--- src/hdl/stifs_pkg.sv ---
// Shared types and constants for the sparse time index floor search block.
`default_nettype none
package stifs_pkg;

    localparam int unsigned INDEX_DEPTH_DEF = 1024;
    localparam int unsigned DATA_W          = 32;
    localparam int unsigned CNT_W           = 6;
    localparam int unsigned CFG_IDX_W       = 3;
    localparam int unsigned COUNT_REG_W     = 11;
    localparam int unsigned SLOT_W          = 10;
    localparam int unsigned KIND_W          = 3;

    localparam logic [KIND_W-1:0] KIND_EMPTY  = 3'd0;
    localparam logic [KIND_W-1:0] KIND_BEFORE = 3'd1;
    localparam logic [KIND_W-1:0] KIND_AFTER  = 3'd2;
    localparam logic [KIND_W-1:0] KIND_EXACT  = 3'd3;
    localparam logic [KIND_W-1:0] KIND_FLOOR  = 3'd4;
    localparam logic [KIND_W-1:0] KIND_NONE   = 3'd5;

    localparam logic REQ_WRITE  = 1'b0;
    localparam logic REQ_LOOKUP = 1'b1;

    localparam logic [CFG_IDX_W-1:0] REG_ENTRY_COUNT      = 3'd0;
    localparam logic [CFG_IDX_W-1:0] REG_OLDEST_TIME      = 3'd1;
    localparam logic [CFG_IDX_W-1:0] REG_NEWEST_TIME      = 3'd2;
    localparam logic [CFG_IDX_W-1:0] REG_OLDEST_RECORD    = 3'd3;
    localparam logic [CFG_IDX_W-1:0] REG_NEWEST_RECORD    = 3'd4;
    localparam logic [CFG_IDX_W-1:0] REG_RECORDS_IN_BLOCK = 3'd5;

    typedef struct packed {
        logic                  req_type;
        logic [SLOT_W-1:0]     entry_slot;
        logic [DATA_W-1:0]     entry_time;
        logic [DATA_W-1:0]     entry_block;
        logic [DATA_W-1:0]     query_time;
    } t_in;

    typedef struct packed {
        logic [DATA_W-1:0]     blk_num;
        logic [KIND_W-1:0]     found_kind;
    } t_out;

    typedef struct packed {
        logic [DATA_W-1:0]     stamp;
        logic [DATA_W-1:0]     blk;
    } t_entry;

    typedef struct packed {
        logic                  start;
        logic [DATA_W-1:0]     dividend;
        logic [DATA_W-1:0]     divisor;
    } t_div_req;

    typedef struct packed {
        logic                  done;
        logic [DATA_W-1:0]     quotient;
    } t_div_rsp;

endpackage
`default_nettype wire

--- src/hdl/stifs_div.sv ---
// Restoring unsigned divider, one quotient bit per cycle.
`default_nettype none
module stifs_div (
    input  wire logic                i_clk,
    input  wire logic                i_rst_n,
    input  wire stifs_pkg::t_div_req i_req,
    output stifs_pkg::t_div_rsp      o_rsp
);

    localparam int unsigned DW = stifs_pkg::DATA_W;
    localparam int unsigned CW = stifs_pkg::CNT_W;

    logic [DW-1:0] r_rem, n_rem;
    logic [DW-1:0] r_quo, n_quo;
    logic [DW-1:0] r_div;
    logic [CW-1:0] r_cnt;
    logic          r_busy;
    logic          r_done;

    logic [DW:0]   w_shift;
    logic [DW:0]   w_diff;

    // a zero divisor never borrows, so the quotient comes out all ones
    always_comb begin
        w_shift = {r_rem, r_quo[DW-1]};
        w_diff  = w_shift - {1'b0, r_div};
        if (!w_diff[DW]) begin
            n_rem = w_diff[DW-1:0];
            n_quo = {r_quo[DW-2:0], 1'b1};
        end else begin
            n_rem = w_shift[DW-1:0];
            n_quo = {r_quo[DW-2:0], 1'b0};
        end
    end

    always_ff @(posedge i_clk) begin
        if (!i_rst_n) begin
            r_busy <= 1'b0;
            r_done <= 1'b0;
            r_cnt  <= '0;
        end else begin
            r_done <= 1'b0;
            if (i_req.start && !r_busy) begin
                r_busy <= 1'b1;
                r_cnt  <= CW'(DW);
            end else if (r_busy) begin
                r_cnt <= r_cnt - CW'(1);
                if (r_cnt == CW'(1)) begin
                    r_busy <= 1'b0;
                    r_done <= 1'b1;
                end
            end
        end
    end

    always_ff @(posedge i_clk) begin
        if (i_req.start && !r_busy) begin
            r_rem <= '0;
            r_quo <= i_req.dividend;
            r_div <= i_req.divisor;
        end else if (r_busy) begin
            r_rem <= n_rem;
            r_quo <= n_quo;
        end
    end

    assign o_rsp.done     = r_done;
    assign o_rsp.quotient = r_quo;

    a_start_idle: assert property (@(posedge i_clk) disable iff (!i_rst_n)
        i_req.start |-> !r_busy)
        else $error("divider started while busy");

    a_start_busy: assert property (@(posedge i_clk) disable iff (!i_rst_n)
        i_req.start |=> r_busy)
        else $error("divider did not take start");

    a_done_pulse: assert property (@(posedge i_clk) disable iff (!i_rst_n)
        r_done |=> !r_done && !r_busy)
        else $error("divider done longer than one cycle");

endmodule
`default_nettype wire

--- config.mk ---
export PLATFORM = sky130hd
export DESIGN_NAME = stifs_div
export DESIGN_NICKNAME = d
export VERILOG_FILES = /design/src/hdl/stifs_pkg.sv /design/src/hdl/stifs_div.sv
export SDC_FILE = /design/constraint.sdc
export NUM_CORES = 1
export LEC_CHECK = 0
export ABC_AREA = 0
export ABC_CLOCK_PERIOD_IN_PS = 2900
export BUFFER_PORTS_ARGS = -buffer_cell sky130_fd_sc_hd__buf_2
export CAP_MARGIN = 5
export CORE_ASPECT_RATIO = 1.4
export CORE_MARGIN = 1.5
export CORE_UTILIZATION = 51
export CTS_BUF_LIST = sky130_fd_sc_hd__clkbuf_16
export DETAILED_ROUTE_END_ITERATION = 6
export PLACE_DENSITY = 0.76
export SLEW_MARGIN = 15
export SYNTH_ARGS = -nofsm -noshare
export SYNTH_HDL_FRONTEND = slang
export SYNTH_SLANG_ARGS = --single-unit
export TNS_END_PERCENT = 100
--- constraint.sdc ---
create_clock -name i_clk -period 2.9 [get_ports i_clk]
set_input_delay 0.29 -clock i_clk [delete_from_list [all_inputs] [get_ports i_clk]]
set_output_delay 0.29 -clock i_clk [all_outputs]
set_load 0.005 [all_outputs]
==> results of run 1 <==
## cells in the final DEF, fill, tap and decap left out, types with 4 or more instances in the layout
master     count
inv_1         47
o211ai_1       5
buf_12         4
nor2_1        25
or3_1          4
o21ai_0       21
a21oi_2        4
a211oi_1       5
buf_4         30
clkbuf_16      9
o21a_1         4
nand2b_1      10
dfxtp_1       40
a21oi_1       27
nor3_1         7
nand3_1        7
xnor2_1       21
mux2_2        31
ha_1          31
buf_2         99
a21o_1         7
edfxtp_1      64
a32oi_1        8
a22o_1        21
and2_1         4
xor2_1        12
nand2_1       27
mux2i_1        4
mux2_4        19
## metal layers
layer,share of wire [%],global-route usage [%],up-vias
li1,-,-,2199
met4,4.0,12.83,0
met2,53,42.11,148
met3,4.9,5.047,43
met1,38,23.71,2176
met5,0,0,-
## power breakdown
group	internal [mW]	switching, mW	total, mW
Sequential	1.83	0.188	2.02
Clock	0.697	0.618	1.32
Combinational	1.23	1.15	2.38
## cell families after synthesis
kind of cell | Yosys count | share of synthesized area, %
AO/OA/AOI/OAI | 130 | 15.59
XOR/XNOR | 34 | 5.426
adder cells (fa/ha/maj) | 35 | 7.635
buffers and inverters | 69 | 4.890
flip-flops | 104 | 46.67
multiplexers | 54 | 11.17
AND/OR/NAND/NOR | 103 | 8.621
## registers in the layout, summed over array words and instances, names as in the netlist
register / flops
r_quo: 32
r_div: 32
r_done: 1
r_busy: 1
r_rem: 32
r_cnt: 6
## cell type report
type / instances / area [µm²] / share of cell area [%]
tap: 144 / 180.2 / 2.500
timing repair buffer: 136 / 850.8 / 11.80
sequential: 104 / 2723 / 37.77
clock inverter: 7 / 101.3 / 1.406
multi-input combinational: 356 / 2944 / 40.84
inverter: 49 / 183.9 / 2.552
clock buffer: 9 / 225.2 / 3.124
## critical path, delay by kind of cell (launching register included)
kind	cells	cell delay (ns)
flip-flops	1	0.33
multiplexers	1	0.30
buffers and inverters	3	0.30
XOR/XNOR	1	0.18
adder cells (fa/ha/maj)	1	0.37
AO/OA/AOI/OAI	5	1.07
AND/OR/NAND/NOR	2	0.22
## worst paths after layout
kind,start,to
setup reg to reg,r_div[7],r_rem[11]
hold reg to reg,r_cnt[5],r_cnt[5]
setup / recovery,r_div[7],r_rem[11]
hold / removal,i_req[4],r_div[4]
## stage by stage
stage | util [%] | std cells
after floorplan | - | 529
after global placement | 59.41 | 778
after detailed placement | 59.41 | 778
after CTS | 63.77 | 803
after global routing | 64.23 | 805
final | 64.23 | 805
## what timing repair did
action / in CTS / in global routing
resized for setup: 13 / 12
endpoints found under the setup margin: 28 / 32
pin swaps: 3 / 8
setup buffers: 8 / 2
cloned: 1 / 0
==> impl_metrics.py, run 1 <==
metrics = {
    "run_status": {
        "outcome": "complete, no violations",
    },
    "sta": {
        "finClkSkew_ns": 0.01253,
        "report.final.slew_viol_count": 0,
        "slew_headroom_pct": 72.31,
        "finalHoldViolations": 0,
        "worst_slack_ns": 0.008284,
        "fmax_ghz": 0.3458,
        "period_share_pct": 99.71,
        "setup-tns-final_ns": 0,
        "finalSetupViolCount": 0,
        "rsz0062_at_grt": "true",
        "min_period_ns": 2.892,
        "worstMarginPinSlew_ns": 0.4096,
        "timing.hold.ws_ns": 0.1006,
    },
    "finish": {
        "area_growth_pct": 23.55,
        "fill_cells": 879,
        "nets": 758,
        "num_antenna_cells": 0,
        "final_area_um2": 7208,
        "drive_gt1_share_pct": 33.59,
    },
    "route": {
        "vias": 4566,
        "dr.pass1.iters": 4,
        "vias_per_cell": 5.672,
        "remaining_drc_errors": 0,
        "routedWlPerCell_um": 16.89,
        "wirelength_um": 13600,
        "final_antenna_net_count": 0,
        "first_iter_violations": 207,
    },
    "clocking": {
        "cts-root-buf": "clkbuf_16",
        "postCtsHoldBufs": 0,
        "cts_made_buffers": 9,
        "clock-sinks": 104,
        "cts.path.max_buffers": 2,
        "path_clk_slew_ns": 0.08,
        "clock_latency_ns": 0.36,
        "htree_levels": 3,
        "cts_tree": "built",
    },
    "yosys": {
        "ys.flop_type": "edfxtp_1",
        "synth-seq-cells": 104,
        "synth_area_um2": 5834,
        "avgSynthCellArea_um2": 11.03,
        "synthArstFlopShare_pct": 0,
        "syn_nets": 631,
        "yosysTopAreaCell": "edfxtp_1",
        "ys_seq_area_share_pct": 46.67,
        "synth_warnings": 0,
        "ys_top_cells_by_area": "edfxtp_1 33%, dfxtp_1 14%, ha_1 7.3%",
        "synth_edf_count": 64,
        "ys_top_cells_by_count": "64 x edfxtp_1, 49 x inv_1, 40 x dfxtp_1",
        "synth_cell_types": 55,
        "yosys.area.top_type_share_pct": 32.94,
        "syn_inst": 529,
        "yosysMostFrequentCell": "edfxtp_1",
    },
    "power": {
        "power.density_nw_per_um2": 792.5,
        "p_leak_nw": 3.172,
        "finalPower_mw": 5.712,
        "ir_drop_mv": 0.3883,
    },
    "setup_path": {
        "rr_worst_depth": 13,
        "path_max_fanout": 8,
        "crit_slowest_cell": "ha_1",
        "critical_path_class": "flip-flop to flip-flop",
        "reg2reg_slack_ns": 0.008,
        "worstPathRequired_ns": 3.15,
        "cp-end-kind": "flip-flop",
        "startpoint_type": "flip-flop",
        "worstPathArrival_ns": 3.14,
        "cp_cell_sequence": "inv_1 > ha_1 > a21oi_2 > nand2_1 > o211ai_1 > nand3_1 > o21a_1 > a41o_4 > xor2_4 > buf_12 > buf_12 > mux2_4 > a22o_1",
        "crit_path_max_incr_delay_ns": 0.37,
        "crit_top_cell": "buf_12",
    },
    "grt": {
        "grt_max_degree": 63,
        "grt_antenna_before_repair": 0,
        "grt_pass1_wl_um": 21680,
        "grtUsageTotal_pct": 22.90,
        "grt_pass1_vias": 4769,
        "gr-total-overflow": 0,
    },
    "placed_design": {
        "dpl_cell_area_um2": 6668,
        "gp_congestion": 0.9157,
        "place_hpwl_um": 9437,
        "port_buffers": 99,
        "pre_cts_ws_ns": -0.05881,
    },
    "floorplanning": {
        "die_w_um": 93.40,
        "dieHeight_um": 129.6,
        "row_count": 46,
        "start_util_pct": 51.98,
        "die_area_um2": 12100,
        "num_io_pins": 100,
        "coreArea_um2": 11220,
    },
    "job": {
        "drv_cap": 0,
    },
    "min_path": {
        "hold_class": "input port to flip-flop",
        "hold_depth": 1,
    },
}
(Power assumes the default switching activity.)
==> inputs of run 2 (changes only) <==
--- a/config.mk
+++ b/config.mk
@@ -6,15 +6,17 @@
 export NUM_CORES = 1
 export LEC_CHECK = 0
 export ABC_AREA = 0
-export ABC_CLOCK_PERIOD_IN_PS = 2900
+export ABC_CLOCK_PERIOD_IN_PS = 2800
 export BUFFER_PORTS_ARGS = -buffer_cell sky130_fd_sc_hd__buf_2
 export CAP_MARGIN = 5
+export CELL_PAD_IN_SITES_DETAIL_PLACEMENT = 1
+export CELL_PAD_IN_SITES_GLOBAL_PLACEMENT = 1
 export CORE_ASPECT_RATIO = 1.4
 export CORE_MARGIN = 1.5
-export CORE_UTILIZATION = 51
+export CORE_UTILIZATION = 45
 export CTS_BUF_LIST = sky130_fd_sc_hd__clkbuf_16
 export DETAILED_ROUTE_END_ITERATION = 6
-export PLACE_DENSITY = 0.76
+export PLACE_DENSITY_LB_ADDON = 0.1
 export SLEW_MARGIN = 15
 export SYNTH_ARGS = -nofsm -noshare
 export SYNTH_HDL_FRONTEND = slang
==> constraint.sdc (replaced) <==
create_clock -name i_clk -period 2.8 [get_ports i_clk]
set_input_delay 0.28 -clock i_clk [delete_from_list [all_inputs] [get_ports i_clk]]
set_output_delay 0.28 -clock i_clk [all_outputs]
set_load 0.005 [all_outputs]
==> run 2 against run 1 <==
Compared with the run above: register-to-register slack got worse by 0.20 ns; critical path depth unchanged; the run now ends with negative setup slack left; global-route usage increased by 0.34 points; via count increased by 2.4%; largest power group unchanged.
==> impl_metrics.py, run 2 (synthesis results as in run 1) <==
metrics = {
    "run_status": {
        "outcome": "complete, but fails checks",
        "violations": "negative setup slack",
    },
    "setup_path": {
        "rr_startpoint": "r_div[0]",
        "worstPathRequired_ns": 3.05,
        "crit_path_end": "r_rem[18]",
        "reg2reg_slack_ns": -0.19,
        "startpoint_type": "flip-flop",
        "critical_path_class": "flip-flop to flip-flop",
        "rr_worst_depth": 13,
        "r2r-end": "r_rem[18]",
        "path_max_fanout": 7,
        "worstPathArrival_ns": 3.24,
        "cp-end-kind": "flip-flop",
        "crit_start": "r_div[0]",
    },
    "clocking": {
        "clock-sinks": 104,
        "cts-root-buf": "clkbuf_16",
        "cts_made_buffers": 9,
        "cts_tree": "built",
        "path_clk_slew_ns": 0.08,
        "cts.path.max_buffers": 2,
        "htree_levels": 3,
        "clock_latency_ns": 0.35,
        "postCtsHoldBufs": 0,
    },
    "grt": {
        "grt_antenna_before_repair": 0,
        "grt_pass1_vias": 5231,
        "grtUsageTotal_pct": 23.25,
        "grt_max_degree": 48,
        "gr-total-overflow": 0,
        "grt_pass1_wl_um": 24870,
    },
    "route": {
        "remaining_drc_errors": 0,
        "first_iter_violations": 139,
        "vias": 4677,
        "final_antenna_net_count": 0,
        "vias_per_cell": 5.555,
        "dr.pass1.iters": 4,
        "wirelength_um": 15660,
        "routedWlPerCell_um": 18.59,
    },
    "job": {
        "drv_cap": 0,
    },
    "power": {
        "ir_drop_mv": 0.3438,
        "p_leak_nw": 3.328,
        "power.density_nw_per_um2": 818.4,
    },
    "placed_design": {
        "place_inst": 809,
        "port_buffers": 99,
        "place_hpwl_um": 11020,
        "dpl_cell_area_um2": 6849,
        "gp_congestion": 0.8605,
    },
    "min_path": {
        "worstHoldStart": "i_req[23]",
        "hold_class": "input port to flip-flop",
    },
    "sta": {
        "finClkSkew_ns": 0.008842,
        "finalHoldViolations": 0,
        "worstMarginPinSlew_ns": 0.5257,
        "slew_headroom_pct": 64.95,
        "timing.hold.ws_ns": 0.09506,
        "finalSetupViolCount": 26,
        "fmax_ghz": 0.3341,
        "rsz0062_at_grt": "true",
        "period_share_pct": 106.9,
        "report.final.slew_viol_count": 0,
        "worst_slack_ns": -0.1933,
        "min_period_ns": 2.993,
    },
    "finish": {
        "fin_cells": 842,
        "nets": 786,
        "mostFrequentLayoutCell": "buf_2",
        "layout_common_cells": "99 x buf_2, 64 x edfxtp_1, 56 x buf_4",
        "num_antenna_cells": 0,
        "drive_gt1_share_pct": 39.62,
        "top_regs": "r_div: 32 flops, r_quo: 32 flops, r_rem: 32 flops",
        "final_area_um2": 7533,
        "area_growth_pct": 29.12,
    },
    "floorplanning": {
        "dieHeight_um": 137.7,
        "row_count": 49,
        "coreArea_um2": 12750,
        "die_area_um2": 13670,
        "num_io_pins": 100,
        "die_w_um": 99.24,
        "start_util_pct": 45.75,
    },
}
==> run 2: cell types whose count changed in the layout (fill, tap and decap cells not counted), moves of 3 or more <==
cell / before / now
buf_4: 30 / 56
o21ai_0: 21 / 11
o21ai_2: 1 / 8
a21oi_1: 27 / 24
a21oi_2: 4 / 7
clkinv_8: 3 / 0
o21ai_1: 3 / 6
==> run 2: worst min-delay path by stage <==
stage,slack [ns],to,cells after the start
after global placement,0.46,r_div[21],1
after detailed placement,0.46,r_div[8],1
after CTS,0.08,r_div[3],1
final,0.1,r_div[23],1
after floorplan,0.38,r_div[0],0
after global routing,0.08,r_div[3],1
==> run 2: metrics by stage <==
stage | util [%] | power [mW] | setup TNS (ns) | worst slack (ns)
floorplan | - | 3.678 | -1.006 | -0.08334
global placement | 53.71 | 4.393 | -0.1222 | -0.01191
detailed placement | 53.71 | 4.507 | -1.844 | -0.1110
CTS | 57.28 | 5.991 | -3.092 | -0.1658
global route | 59.08 | 6.518 | -6.838 | -0.3136
finish | 59.08 | 6.166 | -3.132 | -0.1933
==> run 2: metal layers <==
metal,GRT usage (%),part of all wire (%),up-vias
met5,0,0,-
met2,44.63,55,130
met4,11.11,2.9,0
met3,4.972,4.0,35
li1,-,-,2246
met1,23.68,38,2266
==> run 2: area by class of cell <==
type                            count  area (µm²)
Clock buffer                        9       225.2
Clock inverter                      7       61.31
Fill cell                        1386        5219
Inverter                           49       183.9
Multi-Input combinational cell    356        3073
Sequential cell                   104        2723
Tap cell                          153       191.4
Timing Repair Buffer              164        1076
==> run 2: power by group <==
group	switching (mW)	internal, mW
registers	0.203	1.90
clock network	0.626	0.622
logic	1.36	1.46
total	2.19	3.97
==> run 2: what timing repair did <==
action / CTS / global route
setup buffers: 7 / 9
endpoints found under the setup margin: 33 / 33
cloned: 2 / 0
resized for setup: 15 / 49
pin swaps: 0 / 18
endpoints found under the hold margin: 0 / 0
==> run 2: worst max-delay path, stage by stage (launching register included) <==
cell,delay [ns]
edfxtp_1,0.43
ha_4,0.19
fa_2,0.36
nand2b_4,0.17
a21oi_4,0.15
o211ai_1,0.11
nand3_1,0.10
o21a_1,0.18
a41o_4,0.24
xor2_4,0.19
buf_12,0.15
buf_12,0.13
mux2_4,0.30
a22o_1,0.18
==> inputs of run 3 (changes only) <==
--- a/config.mk
+++ b/config.mk
@@ -17,6 +17,7 @@
 export CTS_BUF_LIST = sky130_fd_sc_hd__clkbuf_16
 export DETAILED_ROUTE_END_ITERATION = 6
 export PLACE_DENSITY_LB_ADDON = 0.1
+export SKIP_LAST_GASP = 1
 export SLEW_MARGIN = 15
 export SYNTH_ARGS = -nofsm -noshare
 export SYNTH_HDL_FRONTEND = slang
==> constraint.sdc (replaced) <==
create_clock -name i_clk -period 2.8 [get_ports i_clk]
set_input_delay 0 -clock i_clk [delete_from_list [all_inputs] [get_ports i_clk]]
set_output_delay 0 -clock i_clk [all_outputs]
set_load 0.005 [all_outputs]
==> run 3 against run 2 <==
Compared with the run above: the flow still finishes with violations (negative setup slack); sequential power barely moved; design area up 8.5%; power rose by 1.9%; count of clock-buffer cells in the layout unchanged; worst setup slack worse by 0.028 ns; register-to-register slack lost 0.03 ns; core utilization increased by 5.0 points; via count grew 8.3%; non-clock buffer count is 65 higher; maximum frequency is 0.91% lower; critical path depth did not move; largest cell class unchanged; highest routed layer unchanged.
==> impl_metrics.py, run 3 (synthesis results as in run 1) <==
metrics = {
    "job": {
        "drv_cap": 0,
    },
    "floorplanning": {
        "dieHeight_um": 137.7,
        "coreArea_um2": 12750,
        "num_io_pins": 100,
        "start_util_pct": 45.75,
        "row_count": 49,
        "die_w_um": 99.24,
        "die_area_um2": 13670,
    },
    "placed_design": {
        "port_buffers": 99,
        "place_hpwl_um": 11020,
        "pre_cts_ws_ns": -0.1110,
        "place_inst": 809,
        "dpl_cell_area_um2": 6849,
        "gp_congestion": 0.8605,
    },
    "route": {
        "first_iter_violations": 171,
        "vias_per_cell": 5.578,
        "vias": 5065,
        "wirelength_um": 18240,
        "dr.pass1.iters": 4,
        "final_antenna_net_count": 0,
        "routedWlPerCell_um": 20.09,
        "remaining_drc_errors": 0,
    },
    "clocking": {
        "cts-root-buf": "clkbuf_16",
        "cts_tree": "built",
        "htree_levels": 3,
        "path_clk_slew_ns": 0.08,
        "cts_made_buffers": 9,
        "clock-sinks": 104,
        "clock_latency_ns": 0.36,
        "cts.path.max_buffers": 2,
    },
    "sta": {
        "finalHoldViolations": 0,
        "period_share_pct": 107.9,
        "worst_slack_ns": -0.2208,
        "timing.hold.ws_ns": 0.03542,
        "report.final.slew_viol_count": 0,
        "finClkSkew_ns": 0.007897,
        "worstMarginPinSlew_ns": 0.6145,
        "rsz0062_at_grt": "true",
        "finalSetupViolCount": 24,
        "slew_headroom_pct": 58.46,
        "fmax_ghz": 0.3310,
        "setup-tns-final_ns": -4.408,
        "min_period_ns": 3.021,
    },
    "min_path": {
        "min_to": "r_rem[20]",
        "worstHoldStart": "i_req[64]",
        "hold_depth": 3,
        "hold_class": "input port to flip-flop",
    },
    "finish": {
        "utilization_pct": 64.10,
        "final_area_um2": 8174,
        "top_regs": "r_div: 32 flops, r_quo: 32 flops, r_rem: 32 flops",
        "fin_cells": 908,
        "fill_cells": 1356,
        "area_growth_pct": 40.10,
        "nets": 851,
        "layout_common_cells": "99 x buf_2, 65 x dlygate4sd3_1, 64 x edfxtp_1",
        "drive_gt1_share_pct": 35.28,
        "mostFrequentLayoutCell": "buf_2",
    },
    "setup_path": {
        "startpoint_type": "flip-flop",
        "crit_path_max_incr_delay_ns": 0.42,
        "path_max_fanout": 5,
        "worstPathArrival_ns": 3.26,
        "critical-path-top-delay-family": "compound AO/OA/AOI/OAI gates",
        "cp_cell_sequence": "ha_4 > fa_2 > nand2b_4 > a21oi_4 > o211ai_1 > nand3_1 > o21a_1 > a41o_4 > xor2_4 > buf_12 > buf_12 > mux2_4 > a22o_1",
        "worstPathRequired_ns": 3.04,
        "crit_start": "r_div[0]",
        "r2r-end": "r_rem[5]",
        "cp-end-kind": "flip-flop",
        "rr_startpoint": "r_div[0]",
        "crit_top_cell": "buf_12",
        "rr_worst_depth": 13,
        "critical_path_class": "flip-flop to flip-flop",
        "crit_slowest_cell": "edfxtp_1",
        "reg2reg_slack_ns": -0.22,
        "critPathBufInv": 2,
    },
    "run_status": {
        "violations": "negative setup slack",
        "outcome": "complete, but fails checks",
    },
    "grt": {
        "gr-total-overflow": 0,
        "grt_pass1_vias": 5570,
        "grt_antenna_before_repair": 1,
        "grt_pass1_wl_um": 27980,
        "grt_max_degree": 48,
        "grtUsageTotal_pct": 26.45,
    },
    "power": {
        "pwr-share-seq_pct": 33.6,
        "p_sw_mw": 2.253,
        "clockPowerShare_pct": 20.2,
        "finalPower_mw": 6.284,
        "combPwrFrac_pct": 46.2,
        "p_leak_nw": 3.606,
        "ir_drop_mv": 0.3316,
        "p_sw_share_pct": 35.86,
        "internal_power_mw": 4.030,
        "power.density_nw_per_um2": 768.7,
    },
}
-- run 3: cell types whose count changed in the layout (fill, tap and decap cells not counted), moves of 2 or more --
cell / before / now
o21ai_1: 6 / 9
o21ai_0: 11 / 13
dlygate4sd3_1: 0 / 65
buf_8: 2 / 0
o21ai_2: 8 / 3
-- run 3: what timing repair did --
action | 4_1_cts | 5_1_grt
endpoints found under the setup margin | 33 | 33
buffers inserted | 7 | 8
pin swaps | 0 | 14
resized for setup | 9 | 43
gates cloned | 2 | 0
endpoints found under the hold margin | 67 | 0
hold buffers | 65 | 0
-- run 3: worst min-delay path, delay by kind of cell --
kind                   cells  cell delay, ns
multiplexers               1            0.06
AND/OR/NAND/NOR            1            0.12
buffers and inverters      1            0.16
-- run 3: worst max path at each step --
stage / depth (start not counted) / slack, ns / end
finish: 13 / -0.22 / r_rem[5]
global route: 13 / -0.30 / r_rem[5]
CTS: 14 / -0.17 / r_rem[5]
detailed placement: 13 / -0.11 / r_rem[18]
global placement: 13 / -0.01 / r_rem[18]
floorplan: 13 / -0.08 / r_rem[16]
-- run 3: layout make-up --
cell class,instances,area (µm²),share of cell area (%)
antenna,1,2.502,0.03061
clock buffer,9,225.2,2.755
clock inverter,7,61.31,0.7500
inverter,49,183.9,2.250
multi-input combinational,356,3052,37.33
sequential,104,2723,33.31
tap,153,191.4,2.342
timing repair buffer,229,1735,21.23
-- run 3: per-layer routing --
metal	global-route usage, %	routed length [µm]	up-vias
met5	0	0	-
met4	10.88	531	0
met3	5.124	751	44
met2	51.75	10290	135
met1	27.20	6664	2502
li1	-	-	2384
-- run 3: power by group through the flow --
stage | clock network [mW] | logic (mW) | registers, mW
after floorplan | 0 | 1.61 | 2.07
final | 1.27 | 2.90 | 2.11
after global placement | 0 | 2.29 | 2.10
after CTS | 1.29 | 2.67 | 2.09
after global routing | 1.33 | 3.15 | 2.14
after detailed placement | 0 | 2.39 | 2.11
